$ cat src/sv/tpp_pkg.sv
// ----------------------------------------------------------------------------
// tpp_pkg
// Shared types and request codes for the timed on/off pattern player.
// ----------------------------------------------------------------------------
package tpp_pkg;

    localparam logic [1:0] REQ_POLL  = 2'd0;
    localparam logic [1:0] REQ_START = 2'd1;
    localparam logic [1:0] REQ_WRITE = 2'd2;

    typedef struct packed {
        logic [1:0]  req_type;
        logic [31:0] now_ms;
        logic [5:0]  table_index;
        logic        step_on;
        logic [15:0] step_duration;
        logic [6:0]  pattern_length;
    } t_in_item;

    typedef struct packed {
        logic       motor_on;
        logic       playing;
        logic [6:0] step_number;
    } t_out_item;

    // controller to datapath
    typedef struct packed {
        logic load;    // capture the incoming item
        logic exec;    // apply the captured item
    } t_dp_cmd;

endpackage

$ cat src/sv/tpp_ctrl.sv
// ----------------------------------------------------------------------------
// tpp_ctrl
// Controller: takes an item, runs the execute state, strobes the result.
// ----------------------------------------------------------------------------
module tpp_ctrl (
    input  logic             i_clk,
    input  logic             i_rst_n,
    input  logic             start,
    output logic             busy,
    output tpp_pkg::t_dp_cmd o_cmd,
    output logic             o_done
);
    import tpp_pkg::*;

    typedef enum logic {
        S_IDLE,
        S_EXEC
    } t_state;

    t_state r_state;
    logic   r_done;

    always_ff @(posedge i_clk) begin
        if (!i_rst_n) begin
            r_state <= S_IDLE;
            r_done  <= 1'b0;
        end else begin
            unique case (r_state)
                S_IDLE: begin
                    r_done <= 1'b0;
                    if (start) begin
                        r_state <= S_EXEC;
                    end
                end
                S_EXEC: begin
                    r_done  <= 1'b1;
                    r_state <= S_IDLE;
                end
                default: begin
                    r_done  <= 1'b0;
                    r_state <= S_IDLE;
                end
            endcase
        end
    end

    assign busy       = (r_state == S_EXEC);
    assign o_cmd.load = start && (r_state == S_IDLE);
    assign o_cmd.exec = (r_state == S_EXEC);
    assign o_done     = r_done;

endmodule

$ cat src/sv/tpp_dp.sv
// ----------------------------------------------------------------------------
// tpp_dp
// Datapath: step table, playback registers, deadline add and compare.
// ----------------------------------------------------------------------------
module tpp_dp #(
    parameter int TABLE_DEPTH   = 64,
    parameter int DURATION_BITS = 16
) (
    input  logic              i_clk,
    input  logic              i_rst_n,
    input  tpp_pkg::t_dp_cmd  i_cmd,
    input  tpp_pkg::t_in_item i_item,
    output tpp_pkg::t_out_item o_result
);
    import tpp_pkg::*;

    localparam int AW = $clog2(TABLE_DEPTH);
    localparam int IDX_N = 64;    // codes of the 6-bit table_index field

    t_in_item r_item;

    // step table: {motor bit, duration}
    logic [DURATION_BITS:0] r_mem [TABLE_DEPTH];
    logic [DURATION_BITS:0] r_rd;

    // table address of the next step to load (step r_counter + 1)
    logic [AW-1:0] r_addr;
    logic [AW-1:0] n_addr;
    logic [6:0]    r_steps;
    logic [6:0]    n_steps;
    logic [6:0]    r_counter;
    logic [6:0]    n_counter;
    logic [31:0]   r_deadline;
    logic [31:0]   n_deadline;
    logic          r_motor;
    logic          n_motor;
    logic          r_active;
    logic          n_active;
    t_out_item     r_result;

    // index modulo depth, constant table
    logic [AW-1:0] w_mod_tab [IDX_N];
    for (genvar g = 0; g < IDX_N; g++) begin : g_mod
        assign w_mod_tab[g] = AW'(g % TABLE_DEPTH);
    end

    logic [AW-1:0]          w_idx;
    logic [DURATION_BITS-1:0] w_wr_dur;
    logic [AW-1:0]          w_addr_inc;
    logic [31:0]            w_rd_dur;
    logic                   w_rd_on;
    logic                   w_expired;

    assign w_idx      = w_mod_tab[r_item.table_index];
    assign w_wr_dur   = DURATION_BITS'(r_item.step_duration);
    assign w_addr_inc = (r_addr == AW'(TABLE_DEPTH - 1)) ? '0 : r_addr + AW'(1);
    assign w_rd_dur   = 32'(r_rd[DURATION_BITS-1:0]);
    assign w_rd_on    = r_rd[DURATION_BITS];
    assign w_expired  = (r_item.now_ms >= r_deadline);

    always_comb begin
        n_addr     = r_addr;
        n_steps    = r_steps;
        n_counter  = r_counter;
        n_deadline = r_deadline;
        n_motor    = r_motor;
        n_active   = r_active;
        unique case (r_item.req_type)
            REQ_POLL: begin
                if (r_active) begin
                    if (r_counter == 7'd0) begin
                        n_deadline = r_item.now_ms + w_rd_dur;
                        n_motor    = w_rd_on;
                        n_counter  = 7'd1;
                        n_addr     = w_addr_inc;
                    end else if (w_expired) begin
                        if (r_counter >= r_steps) begin
                            n_motor  = 1'b0;
                            n_active = 1'b0;
                        end else begin
                            n_deadline = r_deadline + w_rd_dur;
                            n_motor    = w_rd_on;
                            n_counter  = r_counter + 7'd1;
                            n_addr     = w_addr_inc;
                        end
                    end
                end
            end
            REQ_START: begin
                n_addr    = w_idx;
                n_steps   = r_item.pattern_length;
                n_counter = 7'd0;
                if (r_item.pattern_length == 7'd0) begin
                    n_motor  = 1'b0;
                    n_active = 1'b0;
                end else begin
                    n_active = 1'b1;
                end
            end
            default: begin
            end
        endcase
    end

    always_ff @(posedge i_clk) begin
        if (i_cmd.load) begin
            r_item <= i_item;
        end
        if (i_cmd.exec) begin
            r_result <= '{motor_on: n_motor, playing: n_active, step_number: n_counter};
        end
    end

    // table write and registered read; the read follows r_addr every cycle
    always_ff @(posedge i_clk) begin
        if (i_cmd.exec && r_item.req_type == REQ_WRITE) begin
            r_mem[w_idx] <= {r_item.step_on, w_wr_dur};
        end
        r_rd <= r_mem[r_addr];
    end

    always_ff @(posedge i_clk) begin
        if (!i_rst_n) begin
            r_addr     <= AW'(1);
            r_steps    <= 7'd0;
            r_counter  <= 7'd1;
            r_deadline <= 32'd0;
            r_motor    <= 1'b0;
            r_active   <= 1'b0;
        end else if (i_cmd.exec) begin
            r_addr     <= n_addr;
            r_steps    <= n_steps;
            r_counter  <= n_counter;
            r_deadline <= n_deadline;
            r_motor    <= n_motor;
            r_active   <= n_active;
        end
    end

    assign o_result = r_result;

endmodule

$ cat src/sv/timed_onoff_pattern_player.sv
// ----------------------------------------------------------------------------
// timed_onoff_pattern_player
// Plays an on/off motor pattern from a step table against polled ms time.
// ----------------------------------------------------------------------------
//  channel   handshake          payload
//  input     start / busy       i_item   (tpp_pkg::t_in_item)
//  result    o_done strobe      o_result (tpp_pkg::t_out_item)
//
//  Each item is accepted, then runs the execute state (busy high), and
//  the result strobes for one cycle while the next item may already be
//  accepted. The step table read is registered and follows the next-step
//  address, so data is ready by the execute state. Synchronous active-low
//  reset stops playback with the motor off (o_result is not reset); table
//  contents are undefined until written. The receiver cannot stall results.
// ----------------------------------------------------------------------------
module timed_onoff_pattern_player #(
    parameter int TABLE_DEPTH   = 64,
    parameter int DURATION_BITS = 16
) (
    input  logic               i_clk,
    input  logic               i_rst_n,
    input  logic               start,
    output logic               busy,
    input  tpp_pkg::t_in_item  i_item,
    output logic               o_done,
    output tpp_pkg::t_out_item o_result
);
    import tpp_pkg::*;

    t_dp_cmd w_cmd;

    tpp_ctrl u_ctrl (
        .i_clk   (i_clk),
        .i_rst_n (i_rst_n),
        .start   (start),
        .busy    (busy),
        .o_cmd   (w_cmd),
        .o_done  (o_done)
    );

    tpp_dp #(
        .TABLE_DEPTH   (TABLE_DEPTH),
        .DURATION_BITS (DURATION_BITS)
    ) u_dp (
        .i_clk    (i_clk),
        .i_rst_n  (i_rst_n),
        .i_cmd    (w_cmd),
        .i_item   (i_item),
        .o_result (o_result)
    );

endmodule
$ cat config.mk
export PLATFORM = sky130hd
export DESIGN_NAME = timed_onoff_pattern_player
export DESIGN_NICKNAME = d
export VERILOG_FILES = /design/src/sv/tpp_pkg.sv /design/src/sv/tpp_ctrl.sv /design/src/sv/tpp_dp.sv /design/src/sv/timed_onoff_pattern_player.sv
export SDC_FILE = /design/constraint.sdc
export NUM_CORES = 2
export LEC_CHECK = 0
export ABC_CLOCK_PERIOD_IN_PS = 4790
export BUFFER_PORTS_ARGS = -buffer_cell sky130_fd_sc_hd__buf_2
export CAP_MARGIN = 30
export CORE_MARGIN = 5
export CORE_UTILIZATION = 25
export CTS_BUF_LIST = sky130_fd_sc_hd__clkbuf_4 sky130_fd_sc_hd__clkbuf_8
export DETAILED_ROUTE_END_ITERATION = 8
export GPL_TIMING_DRIVEN = 0
export SKIP_LAST_GASP = 1
export SYNTH_ARGS = -nofsm -noshare
export SYNTH_HDL_FRONTEND = slang
export SYNTH_SLANG_ARGS = --single-unit
$ cat constraint.sdc
create_clock -name i_clk -period 4.79 [get_ports i_clk]
set_input_delay 0.7185 -clock i_clk [delete_from_list [all_inputs] [get_ports i_clk]]
set_output_delay 0.7185 -clock i_clk [all_outputs]
set_load 0.01 [all_outputs]
==> summary.txt <==
Worst setup path
  – Setup crit end kind: flip-flop
  – Slowest stage delay, CP: 0.59 ns
  – Worst EP required: 5.59 ns
  – CP Launch Type: flip-flop
  – WS Path Type: reg -> reg
  – Cell-by-cell trace of the critical path: buf_6 -> or4_4 -> nor2_4 -> buf_4 -> clkbuf_4 -> clkbuf_4 -> o21ai_0 -> ha_1 -> nand2_1 -> or4_1 -> a21oi_4 -> o311a_1 -> buf_4 -> and2b_1 -> nand4_1 -> a21boi_1 -> o211a_1
  – Crit path DAT: 5.34 ns
  – Slowest cell on crit path: or4_1
  – Crit-path max FO: 10

Logic synthesis
  – Ys Warns: 0
  – Synth cell types: 77
  – Post-Syn Instances: 2499
  – EDFF count, synth: 1161
  – Post-Synth Simple-Gate Area: 0.0352
  – Synth Net Count: 2625
  – Synth Area in Adders: 0.0151
  – Average size of a mapped cell: 19.8 um2
  – Post-synthesis mux area share: 0.163
  – Largest family of logic cells by synthesized area: multiplexers
  – Complex-gate fraction of the synthesized area: 0.0329
  – Post-Syn Area: 49400 um2
  – Post-synth ARST share: 0
  – Post-synthesis xor/xnor area fraction: 0.00514
  – Sequential cell area fraction in the yosys report: 0.735
  – Main synth FF type: edfxtp_1
  – Register bit count reported by yosys: 1234

Clocking
  – CTS root buf: clkbuf_8
  – Clock Latency Late Sink: 0.92 ns
  – Clock slew at reported path FFs: 0.07 ns
  – H-tree depth: 4
  – CTS tree: done
  – CTS sink count: 1234
  – CTS Buf Count: 197
  – Worst-case clock buffer depth: 3

Floorplanning
  – Initial core utilization: 0.251
  – Cell Rows: 163
  – Chip Width: 455 um
  – Die Ht: 455 um
  – I/O pins: 78
  – Die Footprint: 207000 um2
  – Core area: 197000 um2

Timing
  – Unrepaired setup endpoints after global routing: false
  – Endpoints failing setup: 0
  – Tightest Pin Transition: 1.04 ns
  – Hold Violations, Final: 0
  – Slew Viols, Final: 0
  – Fmax: 220 MHz
  – Skew final: 0.0561 ns
  – Final WS setup: 0.253 ns
  – Relative slew margins: 0.303
  – Hold Slack: 0.289 ns
  – Final Cycle Share: 0.947
  – Post-layout min period: 4.54 ns

Global routing
  – Total gr overflow: 0
  – Total track usage: 0.123
  – First-pass GRT wire length: 186000 um
  – Vias in the first global route: 26726
  – Busiest layer in global routing: met2
  – Largest net degree at the start of global routing: 33
  – Initial antenna violation count: 5
  – Met2 Use GR: 0.212
  – GR Util met3: 0.0248
  – M1 GR Usage: 0.155

Routing
  – Detail-routed via count per cell: 4.55
  – Drt wl/cell: 22.5 um
  – Antenna-violating nets left: 0
  – Post-Route WL: 129000 um
  – DRC marker count from the first detailed-route iteration: 2554
  – DRC violations left: 0
  – Drt first pass iters: 6
  – DR vias: 26188

Cells and area
  – Synthesis-to-layout area growth: 21.4%
  – Share of cells above drive strength 1: 0.314
  – Layout Cells excl Fill: 5752
  – Layout fillers: 19179
  – Fin nets: 3071

Power
  – Net Sw Frac: 0.223
  – Leakage: 18.6 nW
  – Logic pwr share: 0.047
  – Cell Int Power: 17.0 mW
  – Peak supply drop: 0.000231 V
  – Clock power frac: 0.405
  – Power Dens Cells: 364 nW/um2
  – Tot Pwr: 21.8 mW
  – P_sw: 4.86 mW
  – Flop pwr share: 0.548

Place
  – Final weighted congestion in routability-driven placement: 0.849
  – Place WS: -0.443 ns
  – Placed Cells: 5320
  – Detailed Place HPWL: 90100 um
  – Number of I/O port buffers: 77

Run status
  – Status: completed

Job
  – Max_cap viols: 0

Hold path
  – Hold crit path type: in -> reg
==> worst max-delay path, delay by kind of cell (launching register included) <==
family          cells  cell delay [ns]
buf+inv             5             1.02
simple gates        6             1.80
fa+ha+maj           1             0.39
flops               1             0.33
compound gates      5             0.86
==> what timing repair did <==
action,4_1_cts,5_1_grt
resized for setup,7,21
cloned,0,0
setup endpoints to repair,18,13
hold endpoints to repair,66,0
hold buffers,65,0
pin swaps,0,2
setup buffers,0,1
==> synthesized netlist by cell type, types with 3 or more instances <==
| cell type | count | area share |
|---|---|---|
| nand2b_1 | 10 | 0.0013 |
| nand3_1 | 29 | 0.0029 |
| nor2_1 | 110 | 0.0084 |
| nor4_1 | 7 | 0.00089 |
| xnor2_1 | 20 | 0.0035 |
| mux2i_1 | 17 | 0.0034 |
| buf_2 | 30 | 0.0030 |
| o211a_1 | 4 | 0.00081 |
| a22oi_1 | 3 | 0.00046 |
| o21a_1 | 8 | 0.0012 |
| xor2_1 | 9 | 0.0016 |
| and3_1 | 7 | 0.00089 |
| o211ai_1 | 4 | 0.00061 |
| edfxtp_1 | 1161 | 0.71 |
| a31o_2 | 3 | 0.00053 |
| a211oi_1 | 16 | 0.0024 |
| nand2_1 | 137 | 0.010 |
| mux2_2 | 18 | 0.0041 |
| mux4_2 | 340 | 0.15 |
| o31ai_1 | 7 | 0.0011 |
| buf_1 | 13 | 0.00099 |
| nand4_1 | 13 | 0.0016 |
| a21o_1 | 6 | 0.00091 |
| nor3_1 | 16 | 0.0016 |
| a21oi_1 | 78 | 0.0079 |
| a31oi_1 | 12 | 0.0015 |
| nand3b_1 | 4 | 0.00061 |
| a311oi_1 | 4 | 0.00071 |
| o21ai_1 | 24 | 0.0024 |
| dfxtp_1 | 73 | 0.030 |
| and2_1 | 3 | 0.00038 |
| clkbuf_1 | 77 | 0.0058 |
| nor2b_1 | 10 | 0.0013 |
| inv_1 | 47 | 0.0036 |
| ha_1 | 58 | 0.015 |
| nor3b_1 | 4 | 0.00061 |
| or3_1 | 5 | 0.00063 |
| o21ai_0 | 53 | 0.0054 |
| a22o_1 | 3 | 0.00053 |
==> metrics by stage <==
step | utilization | cell area [um2] | TNS, ns
4_1_cts | 0.304 | 59900 | 0
6_report | 0.304 | 60000 | 0
3_5_place_dp | 0.281 | 55300 | -3.53
5_1_grt | 0.304 | 60000 | 0
2_1_floorplan | - | 49400 | 0
3_3_place_gp | 0.270 | 53100 | -114.90
==> area by class of cell <==
class	count	area (um2)	area share
Antenna cell	5	12.5	0.000209
Buffer	121	528	0.00880
Clock buffer	265	3250	0.0541
Clock inverter	96	606	0.0101
Inverter	47	176	0.00294
Multi-Input combinational cell	1095	12600	0.211
Sequential cell	1234	36300	0.606
Tap cell	2640	3300	0.0551
Timing Repair Buffer	249	3150	0.0524
==> kinds of logic after synthesis <==
logic type               after synthesis
buffers and inverters                170
XOR/XNOR                              29
AO/OA/AOI/OAI                        258
multiplexers                         375
AND/OR/NAND/NOR                      374
flip-flops                          1234
adder cells (fa/ha/maj)               59
==> cells in the final DEF (no fill, tap or decap), types with 10 or more instances in the layout <==
master / count
clkbuf_1: 72
mux2i_1: 17
nor2_1: 46
a21oi_1: 77
o21ai_0: 52
buf_1: 11
a211oi_1: 16
clkinv_1: 58
buf_2: 105
mux2_2: 18
nand2_1: 136
edfxtp_1: 1161
nand3_1: 29
ha_1: 56
nor2_2: 64
clkbuf_4: 69
a31oi_1: 12
dlygate4sd3_1: 65
nand2b_1: 10
nor3_1: 16
buf_16: 40
o21ai_1: 25
xnor2_1: 20
nand4_1: 13
dfxtp_1: 73
clkinv_2: 21
buf_8: 64
clkbuf_8: 201
mux4_2: 340
inv_1: 47
==> power groups by stage <==
stage	sequential [mW]	clock [mW]	combinational, mW
after global placement	12.3	0	0.737
final	12.0	8.85	1.02
after CTS	12.0	9.07	1.03
after global routing	12.0	9.56	1.10
after detailed placement	12.2	0	0.981
after floorplan	12.2	0	0.475
==> worst paths after layout <==
path / slack, ns / start / cells past startpoint / endpoint
max: 0.25 / u_dp.r_counter[2] / 17 / u_dp.r_deadline[27]
min: 0.29 / start / 2 / u_dp.r_item[0]
max reg2reg: 0.25 / u_dp.r_counter[2] / 17 / u_dp.r_deadline[27]
min reg2reg: 0.45 / u_dp.r_deadline[16] / 1 / u_dp.r_deadline[16]
==> state kept, by name, indices dropped and copies added (netlist names) <==
name,cells
u_dp.r_steps,7
u_dp.r_rd,17
u_dp.r_deadline,32
u_dp.w_wr_dur,16
u_dp.r_item,48
u_dp.r_mem,1088
u_dp.r_motor,1
u_ctrl.o_done,1
u_dp.r_addr,6
u_ctrl.busy,1
u_dp.r_active,1
u_dp.o_result,9
u_dp.r_counter,7
==> metal layers <==
metal	wire, um	share of wire
met1	51900	0.40
met2	65700	0.51
met3	8050	0.062
met4	3490	0.027
met5	13	0.00010
No activity file was read; power rests on OpenSTA's default activity.
